## src/sv/pmmh_ram.sv

```systemverilog
`timescale 1ns / 1ps
`default_nettype none

module pmmh_ram #(
	parameter int WIDTH = 8,
	parameter int DEPTH = 16
) (
	input  wire logic                     clk,
	input  wire logic                     we,
	input  wire logic [$clog2(DEPTH)-1:0] waddr,
	input  wire logic [WIDTH-1:0]         wdata,
	input  wire logic [$clog2(DEPTH)-1:0] raddr_a,
	output logic      [WIDTH-1:0]         rdata_a,
	input  wire logic [$clog2(DEPTH)-1:0] raddr_b,
	output logic      [WIDTH-1:0]         rdata_b
);

	logic [WIDTH-1:0] mem_q [DEPTH];

	always_ff @(posedge clk) begin
		if (we) begin
			mem_q[waddr] <= wdata;
		end
		rdata_a <= mem_q[raddr_a];
		rdata_b <= mem_q[raddr_b];
	end

endmodule

`default_nettype wire

```

## config.mk

```make
export PLATFORM = sky130hd
export DESIGN_NAME = pmmh_ram
export DESIGN_NICKNAME = d
export VERILOG_FILES = /design/src/sv/pmmh_ram.sv
export SDC_FILE = /design/constraint.sdc
export NUM_CORES = 1
export LEC_CHECK = 0
export BUFFER_PORTS_ARGS = -buffer_cell sky130_fd_sc_hd__buf_2
export CORE_UTILIZATION = 46
export CTS_BUF_LIST = sky130_fd_sc_hd__clkbuf_4 sky130_fd_sc_hd__clkbuf_8
export DETAILED_ROUTE_END_ITERATION = 10
export PLACE_DENSITY_LB_ADDON = 0.12
export SYNTH_ARGS = -nofsm -noshare
export SYNTH_HDL_FRONTEND = slang
export SYNTH_SLANG_ARGS = --single-unit
```

## constraint.sdc

```tcl
create_clock -name clk -period 1.9 [get_ports clk]
set_input_delay 0.19 -clock clk [delete_from_list [all_inputs] [get_ports clk]]
set_output_delay 0.19 -clock clk [all_outputs]
set_load 0.01 [all_outputs]
```

==> parameters.txt <==
Parameter                              Value

Outcome
  Outcome ... completed

CTS
  TritonCTS clock tree ... yes
  Number of gates resized after CTS ... 0
  Cts bufs inserted ... 17
  Clock transition at the registers of the reported paths ... 80 ps
  Root Driver ... sky130_fd_sc_hd__clkbuf_8
  Post CTS Setup Buffer Count ... 0
  Level count of the clock H-tree ... 4
  Later-pin clock latency in the skew report ... 440 ps
  CTS hold repair buffers ... 0
  Sink Count ... 144
  CTS max path bufs ... 2

Layout
  Register cell area after layout ... 4160 um^2
  Multi-input gate area ... 2010 um^2
  # diodes ... 0
  Ratio of cells with drive above 1 in the final layout ... 0.346
  Cell area after layout ... 7290 um^2
  Number of nets in the final layout ... 393
  Core occupancy in the finished layout ... 0.546
  Area delta synth->final ... 14.8%
  Filler Cell Count ... 1038

Synthesis
  Largest cells by area after synthesis ... sky130_fd_sc_hd__edfxtp_1 61%, sky130_fd_sc_hd__mux4_2 12%, sky130_fd_sc_hd__mux4_1 12%, sky130_fd_sc_hd__dfxtp_1 5.0%, sky130_fd_sc_hd__a22oi_1 3.8%
  Ys async rst share ... 0
  Most frequently used flop master after synthesis ... sky130_fd_sc_hd__edfxtp_1
  Portion of the post-synthesis area used by sequential elements ... 0.656
  Synthesis-stage register bit count ... 144
  Cell type with the largest total area after synthesis ... sky130_fd_sc_hd__edfxtp_1
  Synth Instances ... 307
  Nets in the synthesized netlist ... 329
  Average cell area after synthesis ... 20.7 um^2
  Post-synth top area share ... 0.606
  Netlist area before placement ... 6350 um^2
  Post-synth EDFFs ... 128
  Warning count from the yosys run ... 0
  Most frequently used cell type in the post-synthesis netlist ... sky130_fd_sc_hd__edfxtp_1
  Commonest cells post-synth ... 128 x sky130_fd_sc_hd__edfxtp_1, 34 x sky130_fd_sc_hd__mux4_2, 32 x sky130_fd_sc_hd__a22oi_1, 28 x sky130_fd_sc_hd__mux4_1, 17 x sky130_fd_sc_hd__nand2_1
  Number of distinct library cells after synthesis ... 20

Place
  RD Place Congestion ... 0.752
  Worst Setup Slack post-DPL ... 231 ps
  Instance area after placement ... 6850 um^2
  Estimated wirelength of the detail-placed design ... 9120 um
  I/O Buffers ... 37

Detailed routing
  Total Routed Length ... 14200 um
  Vias post-DR ... 3387
  Number of violations reported at the end of detailed-routing iteration 0 ... 200
  Number of iterations in the first detailed-routing pass ... 4
  Count of antenna-violating nets left after detailed routing ... 0
  Average wire per cell in the routed design ... 25.3 um
  DRC violations left ... 0
  Vias per Instance ... 6.05

STA
  Fin. Hold Viols ... 0
  Clock tree skew after final layout ... 6.81 ps
  Max transition margin ... 0.673
  Aggregate negative setup slack ... 0 ps
  Highest clock rate ... 0.695 GHz
  Setup repair after global routing missed its margin ... false
  Minimum setup slack in the final design ... 461 ps
  Final setup violation count ... 0
  Slew Viols, Final ... 0
  Final Cycle Share ... 0.757
  Slew of the pin with the lowest slew margin ... 490 ps
  Post-layout min period ... 1440 ps

Global routing
  Initial antenna violation count ... 0
  Number of global-route vias before repair ... 3500
  First-pass GRT wire length ... 21200 um
  Pin count of the biggest net entering global routing ... 33
  Global-route congestion overflow total ... 0
  Total routing usage reported by global routing ... 0.217

Die
  # IOs ... 38
  Vertical extent of the die ... 119 um
  Effective utilization at floorplan ... 0.475
  DIE AREA ... 14300 um^2
  Placement row count ... 42
  Placeable core region ... 13300 um^2
  Horiz. Die Dim ... 119 um

Setup path
  Delay of the slowest cell on the worst path ... 500 ps
  Biggest fanout along the worst timing path ... 2
  Launching point of the worst reg2reg path ... mem_q[9][3]
  Slowest cell on the critical path ... sky130_fd_sc_hd__mux4_1
  Element type at the critical path start ... register
  Kind of critical path ... reg2reg
  Number of cells on the critical path ... 3
  Arrival time at the worst endpoint ... 1760 ps
  Required time of the critical path ... 2220 ps
  Worst setup path startpoint ... mem_q[9][3]
  Worst Reg-to-Reg Cells ... 3
  Capturing element type of the critical path ... register
  Buffers plus inverters on the worst setup path ... 0
  CP delay by family, top ... multiplexers
  List of cells traversed by the critical path ... mux4_1 > a22oi_1 > nand2_1

Power
  Power density over the cells ... 926 nW/um^2
  Leak Pwr ... 0.00252 uW
  Final total power ... 6750 uW
  Peak supply drop ... 459 uV

Worst hold path
  Cell count of the worst hold path ... 1
  Hold Crit Start ... wdata[1]
  Class of the worst hold path ... in2reg

Run
  Max Cap Violations ... 0
-- metal layers --
| metal | GRT usage | vias up | routed length [um] |
|---|---|---|---|
| met4 | 0.104 | 0 | 409 |
| met2 | 0.341 | 111 | 7030 |
| li1 | - | 1463 | - |
| met3 | 0.0436 | 29 | 683 |
| met1 | 0.290 | 1784 | 6050 |
| met5 | 0 | - | 0 |
-- final cells by class --
type / instances / share of cell area
Clock buffer: 18 / 0.0340
Clock inverter: 14 / 0.0259
Multi-Input combinational cell: 143 / 0.276
Sequential cell: 144 / 0.571
Tap cell: 176 / 0.0302
Timing Repair Buffer: 65 / 0.0628
-- through the flow --
stage / cells / hold slack [ps]
after CTS: 560 / 96.5
after global placement: 528 / 578
after global routing: 560 / 110
after floorplan: 307 / 289
final: 560 / 120
after detailed placement: 528 / 580
-- sequential cells by signal, summed over array words and instances, names as in the netlist --
name     cells
mem_q      128
rdata_a      8
rdata_b      8
-- report_power, final --
part / switching (uW) / internal [uW]
clock: 1160 / 1460
combinational: 293 / 261
sequential: 38.8 / 3540
total: 1490 / 5260
-- worst paths after layout --
kind | end | slack (ps)
max | rdata_b[3] | 460
min | mem_q[3][1] | 120
max reg2reg | rdata_b[3] | 460
min reg2reg | rdata_b[1] | 700
-- cell usage in the layout, fill, tap and decap left out, drive strengths merged --
cell type,n
nor3,4
or3b,1
and2,2
a22oi,32
nor2b,2
nand3b,2
nand3,1
mux4,64
nand2,17
clkinvlp,5
buf,65
edfxtp,128
dfxtp,16
nand2b,2
and2b,2
clkbuf,18
nor2,14
clkinv,4
bufinv,4
inv,1
-- cell families after synthesis --
kind of cell,Yosys count,share of synthesized area
AO/OA/AOI/OAI,32,0.0379
buffers and inverters,20,0.0272
flip-flops,144,0.656
multiplexers,64,0.244
AND/OR/NAND/NOR,47,0.0343
Note: power is estimated with default switching activity, not from simulation.
