File: src/sv/pmmh_pkg.sv
`timescale 1ns / 1ps
`default_nettype none

package pmmh_pkg;

	// heap geometry
	localparam int CAPACITY = 64;
	localparam int ADDR_W   = $clog2(CAPACITY);
	localparam int CNT_W    = $clog2(CAPACITY + 1);
	// child index width: 2*pos+2 must not wrap
	localparam int IDX_W    = ADDR_W + 2;

	// field widths
	localparam int KIND_W      = 2;
	localparam int DOC_W       = 32;
	localparam int BYTE_W      = 32;
	localparam int TAG_W       = 16;
	localparam int STATUS_W    = 2;
	localparam int COUNT_OUT_W = 7;

	typedef enum logic [KIND_W-1:0] {
		KIND_INSERT  = 2'd0,
		KIND_REPLACE = 2'd1,
		KIND_POP     = 2'd2
	} kind_t;

	typedef enum logic [STATUS_W-1:0] {
		STATUS_OK    = 2'd0,
		STATUS_EMPTY = 2'd1,
		STATUS_FULL  = 2'd2
	} status_t;

	typedef struct packed {
		logic [DOC_W-1:0]  doc;
		logic [BYTE_W-1:0] byt;
		logic [TAG_W-1:0]  tag;
	} entry_t;

	localparam int ENTRY_W = $bits(entry_t);

	typedef enum logic [3:0] {
		ST_IDLE,
		ST_UP_RD,
		ST_UP_CMP,
		ST_POP_RD,
		ST_POP_LD,
		ST_DN_RD,
		ST_DN_CH,
		ST_DN_CMP,
		ST_WRITE,
		ST_FIN
	} state_t;

endpackage

`default_nettype wire

File: src/sv/pmmh_key_cmp.sv
`timescale 1ns / 1ps
`default_nettype none

module pmmh_key_cmp (
	input  wire pmmh_pkg::entry_t a,
	input  wire pmmh_pkg::entry_t b,
	output logic                  lt
);

	import pmmh_pkg::*;

	// document id first, byte offset breaks ties, tag ignored
	always_comb begin
		if (a.doc != b.doc) begin
			lt = a.doc < b.doc;
		end else begin
			lt = a.byt < b.byt;
		end
	end

endmodule

`default_nettype wire

File: config.mk
export PLATFORM = sky130hd
export DESIGN_NAME = pmmh_key_cmp
export DESIGN_NICKNAME = d
export VERILOG_FILES = /design/src/sv/pmmh_pkg.sv /design/src/sv/pmmh_key_cmp.sv
export SDC_FILE = /design/constraint.sdc
export NUM_CORES = 1
export LEC_CHECK = 0
export BUFFER_PORTS_ARGS = -buffer_cell sky130_fd_sc_hd__buf_2
export CORE_MARGIN = 2
export CORE_UTILIZATION = 38
export DETAILED_ROUTE_END_ITERATION = 7
export PLACE_DENSITY = 0.87
export SYNTH_ARGS = -nofsm -noshare
export SYNTH_HDL_FRONTEND = slang
export SYNTH_SLANG_ARGS = --single-unit
File: constraint.sdc
create_clock -name vclk -period 2.2
set_clock_uncertainty 0.15 [all_clocks]
set_input_delay 0.11 -clock vclk [all_inputs]
set_output_delay 0.11 -clock vclk [all_outputs]
set_load 0.02 [all_outputs]
==> results of run 1 <==
==> cells by family (layout without fill, tap and decap cells) <==
| family | count (synthesis) | in the layout |
|---|---|---|
| AOI/OAI and AO/OA | 50 | 50 |
| adders and majority gates | 63 | 63 |
| buffers and inverters | 66 | 195 |
| and+or+nand+nor | 48 | 48 |
==> worst paths after layout <==
path                  to  slack, ps  depth (start not counted)
worst max-delay path  lt        200                          9
worst min-delay path  lt        700                          6
==> worst min-delay path: stages <==
cell and delay, ps:
buf_2 80, ha_1 130, a221o_1 100, a211o_2 130, o21ai_2 40, buf_2 150
==> cells in the mapped netlist, drive strengths merged <==
cell / instances / area share
inv: 66 / 0.15
ha: 63 / 0.48
a21oi: 26 / 0.080
nand2: 15 / 0.034
nand4: 11 / 0.054
o21ai: 10 / 0.033
nand3: 8 / 0.028
nor2: 5 / 0.011
a21o: 4 / 0.018
a2111oi: 2 / 0.011
a211oi: 2 / 0.0092
a221oi: 2 / 0.011
and4: 2 / 0.011
nand2b: 2 / 0.0092
nor4: 2 / 0.021
a2111o: 1 / 0.0069
a211o: 1 / 0.0061
a221o: 1 / 0.0061
nor3: 1 / 0.0031
nor3b: 1 / 0.0046
o2111ai: 1 / 0.0054
or2: 1 / 0.0038
==> per-stage QoR <==
stage,power [W],cells
after floorplan,0.000213,227
after global placement,0.000359,406
after detailed placement,0.000375,406
after CTS,0.000378,406
after global routing,0.000436,406
final,0.000371,406
==> layout make-up <==
| cell class | count | area (µm²) |
|---|---|---|
| timing repair buffer | 129 | 646 |
| tap | 50 | 62.6 |
| fill | 365 | 1720 |
| inverter | 66 | 248 |
| multi-input combinational | 161 | 1390 |
==> layer usage <==
metal | part of all wire | vias to the layer above | track usage
li1 | - | 1049 | -
met1 | 0.41 | 809 | 0.190
met2 | 0.51 | 68 | 0.342
met3 | 0.075 | 2 | 0.0189
met4 | 0.0052 | 0 | 0.0174
met5 | 0 | - | 0
==> power groups by stage <==
| stage | Combinational, W | Clock (W) | Sequential (W) |
|---|---|---|---|
| after floorplan | 0.000213 | 0 | 0 |
| after global placement | 0.000359 | 0 | 0 |
| after detailed placement | 0.000375 | 0 | 0 |
| after CTS | 0.000378 | 0 | 0 |
| after global routing | 0.000436 | 0 | 0 |
| final | 0.000371 | 0 | 0 |
==> cells in the final DEF (no fill, tap or decap), types with 3 or more instances in the layout <==
cell / netlist / routed
buf_2: 0 / 129
inv_1: 66 / 66
ha_1: 63 / 63
a21oi_1: 26 / 26
nand2_1: 15 / 15
nand4_1: 8 / 8
nand3_1: 7 / 7
o21ai_0: 6 / 6
nor2_1: 5 / 5
a21o_1: 4 / 4
nand4_2: 3 / 3
o21ai_1: 3 / 3
==> flow_summary.ini, run 1 <==
[run]
max_cap_viol_count = 0

[detailed_routing]
avgRoutedWirePerCell_um = 9.96
ant_nets = 0
route.detailed.drc = 0
dr.pass1.iters = 4
vias = 1928
drt-total-wl_mm = 4.04
vias_per_cell = 4.75
initialDrtViolationCount = 27

[setup_path]
path_buf_inv = 3
cp.arrival_ps = 1740
path_common_cell = buf_2
crit_chain = buf_2 > inv_1 > ha_1 > nand4_2 > nor4_4 > nand3_2 > a2111o_1 > o21ai_2 > buf_2
start_kind = input port
path_class = in -> out
max_stage_delay_ps = 330
crit_path_end_kind = output pin
critPathRequiredTime_ps = 1940
crit_path_max_fanout = 3
critPathTopFamily = simple AND/OR/NAND/NOR gates
cp_slowest_cell = nor4_4
cp-startpoint = b[75]

[yosys]
yosysWarnings = 0
syn_area_per_cell_um2 = 7.19
synth_cell_type_count = 28
synthSimpleGateAreaFrac = 0.179
syn-num-nets = 450
synth_top_family_by_area = adder cells
muxShareOfSynthArea = 0
synth_xor_area_frac = 0
synth_cells = 227
synth_area_um2 = 1630
synthAdderAreaFrac = 0.483
yosysSeqAreaShare = 0
synth_compound_area_frac = 0.186

[global_routing]
grt_pass1_wl_mm = 7.33
grt_use_total = 0.168
grt_max_degree = 5
grt_antenna_before_repair = 0
grt_pass1_vias = 1946
gr-total-overflow = 0

[cells_and_area]
seq_area_um2 = 0
final_util = 0.577
sequential_cell_total = 0
drive_gt1_frac = 0.390
synthToLayoutAreaGrowth_pct = 43.4
nClkBuffers = 0
insertedDiodeCount = 0
design_area_um2 = 2340
finalNetCount = 581

[outcome]
status = completed

[pwr]
ir_drop_mv = 0.0749
netSwitchingFraction = 0.467
seqPwrFrac = 0
combPwrFrac = 1.000
leakagePower_nw = 1.55
power_density_nw_per_um2 = 159
switchingPower_w = 0.000174
intPower_w = 0.000198
p_clk_frac = 0

[floorplan]
io_pins = 161
std_cell_rows = 23
core_um2 = 4060
fp.dieW_um = 69.6
die_h_um = 69.6
fp.dieArea_um2 = 4840
start_util = 0.402

[sta]
slew_headroom = 0.698
whs_ps = 702
min_period_ps = 2000
drv_slew = 0
finalCritPeriodShare = 0.908
clock.fmax_ghz = 0.500
worst_pin_slew_ps = 442
hold_viol = 0
tns_ps = 0
setup_slack_ps = 201
rsz0062_at_grt = no
setup-violations-final = 0

[placement]
dpl.hpwl_mm = 3.94
port_buffers = 129
placed_area_um2 = 2340
dp_slack_ps = 150
gp_congestion = 0.855

[clock_network]
post_cts_buffers = 0
hold_buffers = 0
cts_resized = 0

[hold_path]
min_from = a[63]
hold_path_class = in -> out
No activity file was read; power rests on OpenSTA's default activity.
==> run 2, diff against run 1 <==
- ABC_AREA: default -> 1
- CORE_UTILIZATION: 38 -> 39
- PLACE_DENSITY: 0.87 -> 0.89
==> run 2 against run 1 <==
Against the previous run: sequential cell count unchanged; worst hold slack improved by 59 ps; first-iteration DRC count decreased by 30%; design area increased by 1.4%; maximum frequency increased by 18%; combinational power about the same; non-clock buffer count unchanged; via count increased by 5.9%; wire length increased by 0.45%; clock-buffer cell count unchanged; critical endpoint unchanged.
==> flow_summary.ini, run 2 <==
[hold_path]
hold_path_class = in -> out
min_from = a[32]
hold_path_end = lt
hold_depth = 8

[yosys]
yosysTopAreaCellShare = 0.473
ys_top_cells_by_area = ha_1 (47%), inv_1 (17%), nand2_1 (12%)
synth_cells = 268
yosysSeqAreaShare = 0
yosysMostFrequentCell = inv_1
yosysWarnings = 0
yosys.area.top_type = ha_1
syn_area_per_cell_um2 = 6.21
yosys-top-cells-count = inv_1 (77), ha_1 (63), nand2_1 (52)
synth_area_um2 = 1670
syn-num-nets = 491
synth_cell_type_count = 17

[pwr]
ir_drop_mv = 0.0830
switchingPower_w = 0.000178
intPower_w = 0.000193
leakagePower_nw = 1.65
netSwitchingFraction = 0.479
combPwrFrac = 1.000
p_clk_frac = 0
seqPwrFrac = 0
power_density_nw_per_um2 = 156

[cells_and_area]
seq_area_um2 = 0
finalNetCount = 622
insertedDiodeCount = 0
most-common-layout-cells = buf_2 (129), inv_1 (77), ha_1 (63)
layout.cells.most_common = buf_2
nClkBuffers = 0
synthToLayoutAreaGrowth_pct = 42.5
sequential_cell_total = 0
drive_gt1_frac = 0.335

[placement]
port_buffers = 129
gp_congestion = 0.781
dpl.hpwl_mm = 3.96
dp_slack_ps = 492

[detailed_routing]
ant_nets = 0
vias_per_cell = 4.57
route.detailed.drc = 0
dr.pass1.iters = 4
vias = 2042
initialDrtViolationCount = 19
avgRoutedWirePerCell_um = 9.09
drt-total-wl_mm = 4.06

[sta]
setup_slack_ps = 511
hold_viol = 0
tns_ps = 0
slew_headroom = 0.822
clock.fmax_ghz = 0.592
min_period_ps = 1690
rsz0062_at_grt = no
worst_pin_slew_ps = 264
setup-violations-final = 0
finalCritPeriodShare = 0.768
drv_slew = 0

[setup_path]
crit_path_max_fanout = 3
crit_path_end_kind = output pin
critPathRequiredTime_ps = 1940
path_class = in -> out
cp.arrival_ps = 1430
start_kind = input port

[clock_network]
post_cts_buffers = 0
cts_resized = 0
hold_buffers = 0

[global_routing]
gr-total-overflow = 0
grt_antenna_before_repair = 0
grt_max_degree = 4
grt_pass1_vias = 1967
grt_pass1_wl_mm = 7.31
grt_use_total = 0.171

[floorplan]
std_cell_rows = 23
core_um2 = 4060
fp.dieArea_um2 = 4810
io_pins = 161
start_util = 0.410
die_h_um = 69.3
fp.dieW_um = 69.3

[run]
max_cap_viol_count = 0

[outcome]
status = completed
==> run 2: cell types whose count changed after synthesis, sizes merged, moves of 5 or more <==
cell and change:
nand2 +37, a21oi +6, nor2 +12, nand3 -5, nand4 -6, inv +11
==> run 2: routing by layer <==
layer	vias up	track usage	routed length [µm]	share of wire
li1	1117	-	-	-
met1	827	0.189	1590	0.39
met2	94	0.348	2060	0.51
met3	4	0.0247	383	0.094
met4	0	0.0174	31	0.0076
met5	-	0	0	0
==> run 2: cells by family (layout without fill, tap and decap cells) <==
family          after synthesis  after routing  synth area share
fa+ha+maj                    63             63             0.473
compound gates               47             47             0.153
buf+inv                      77            206             0.174
simple gates                 81             81             0.200
==> run 2: metrics by stage <==
step                std cells  hold WS (ps)  area [µm²]   util  total power (W)
floorplan                 268           564        1670      -         0.000210
global placement          447           780        2370  0.585         0.000357
detailed placement        447           777        2370  0.585         0.000374
CTS                       447           781        2370  0.585         0.000377
global route              447           842        2370  0.585         0.000437
finish                    447           761        2370  0.585         0.000371
==> run 2: how the worst max path moves through the flow <==
stage / startpoint / end / slack (ps) / cells after the start
after floorplan: b[79] / lt / 800 / 10
after global placement: a[63] / lt / 520 / 11
after detailed placement: b[63] / lt / 490 / 12
after CTS: b[63] / lt / 490 / 12
after global routing: b[79] / lt / 330 / 12
final: b[63] / lt / 510 / 12
==> run 2: worst max-delay path, cell delays in order <==
cell     delay, ps
buf_2           80
inv_1           30
ha_1           280
nand2_1        110
nor2_1         150
nand4_1        140
nor2_1         130
nand2_1         70
nor2_2          70
nand2_1         50
nand2_1         40
buf_2          160
==> run 2: power groups by stage <==
| stage | clock (W) | combinational (W) | sequential (W) |
|---|---|---|---|
| after CTS | 0 | 0.000377 | 0 |
| after detailed placement | 0 | 0.000374 | 0 |
| final | 0 | 0.000371 | 0 |
| after global placement | 0 | 0.000357 | 0 |
| after floorplan | 0 | 0.000210 | 0 |
| after global routing | 0 | 0.000437 | 0 |
==> run 2: area by class of cell <==
cell class                      count  area, µm²
Multi-Input combinational cell    191       1380
Tap cell                           50       62.6
Timing Repair Buffer              129        646
Fill cell                         365       1680
Inverter                           77        289
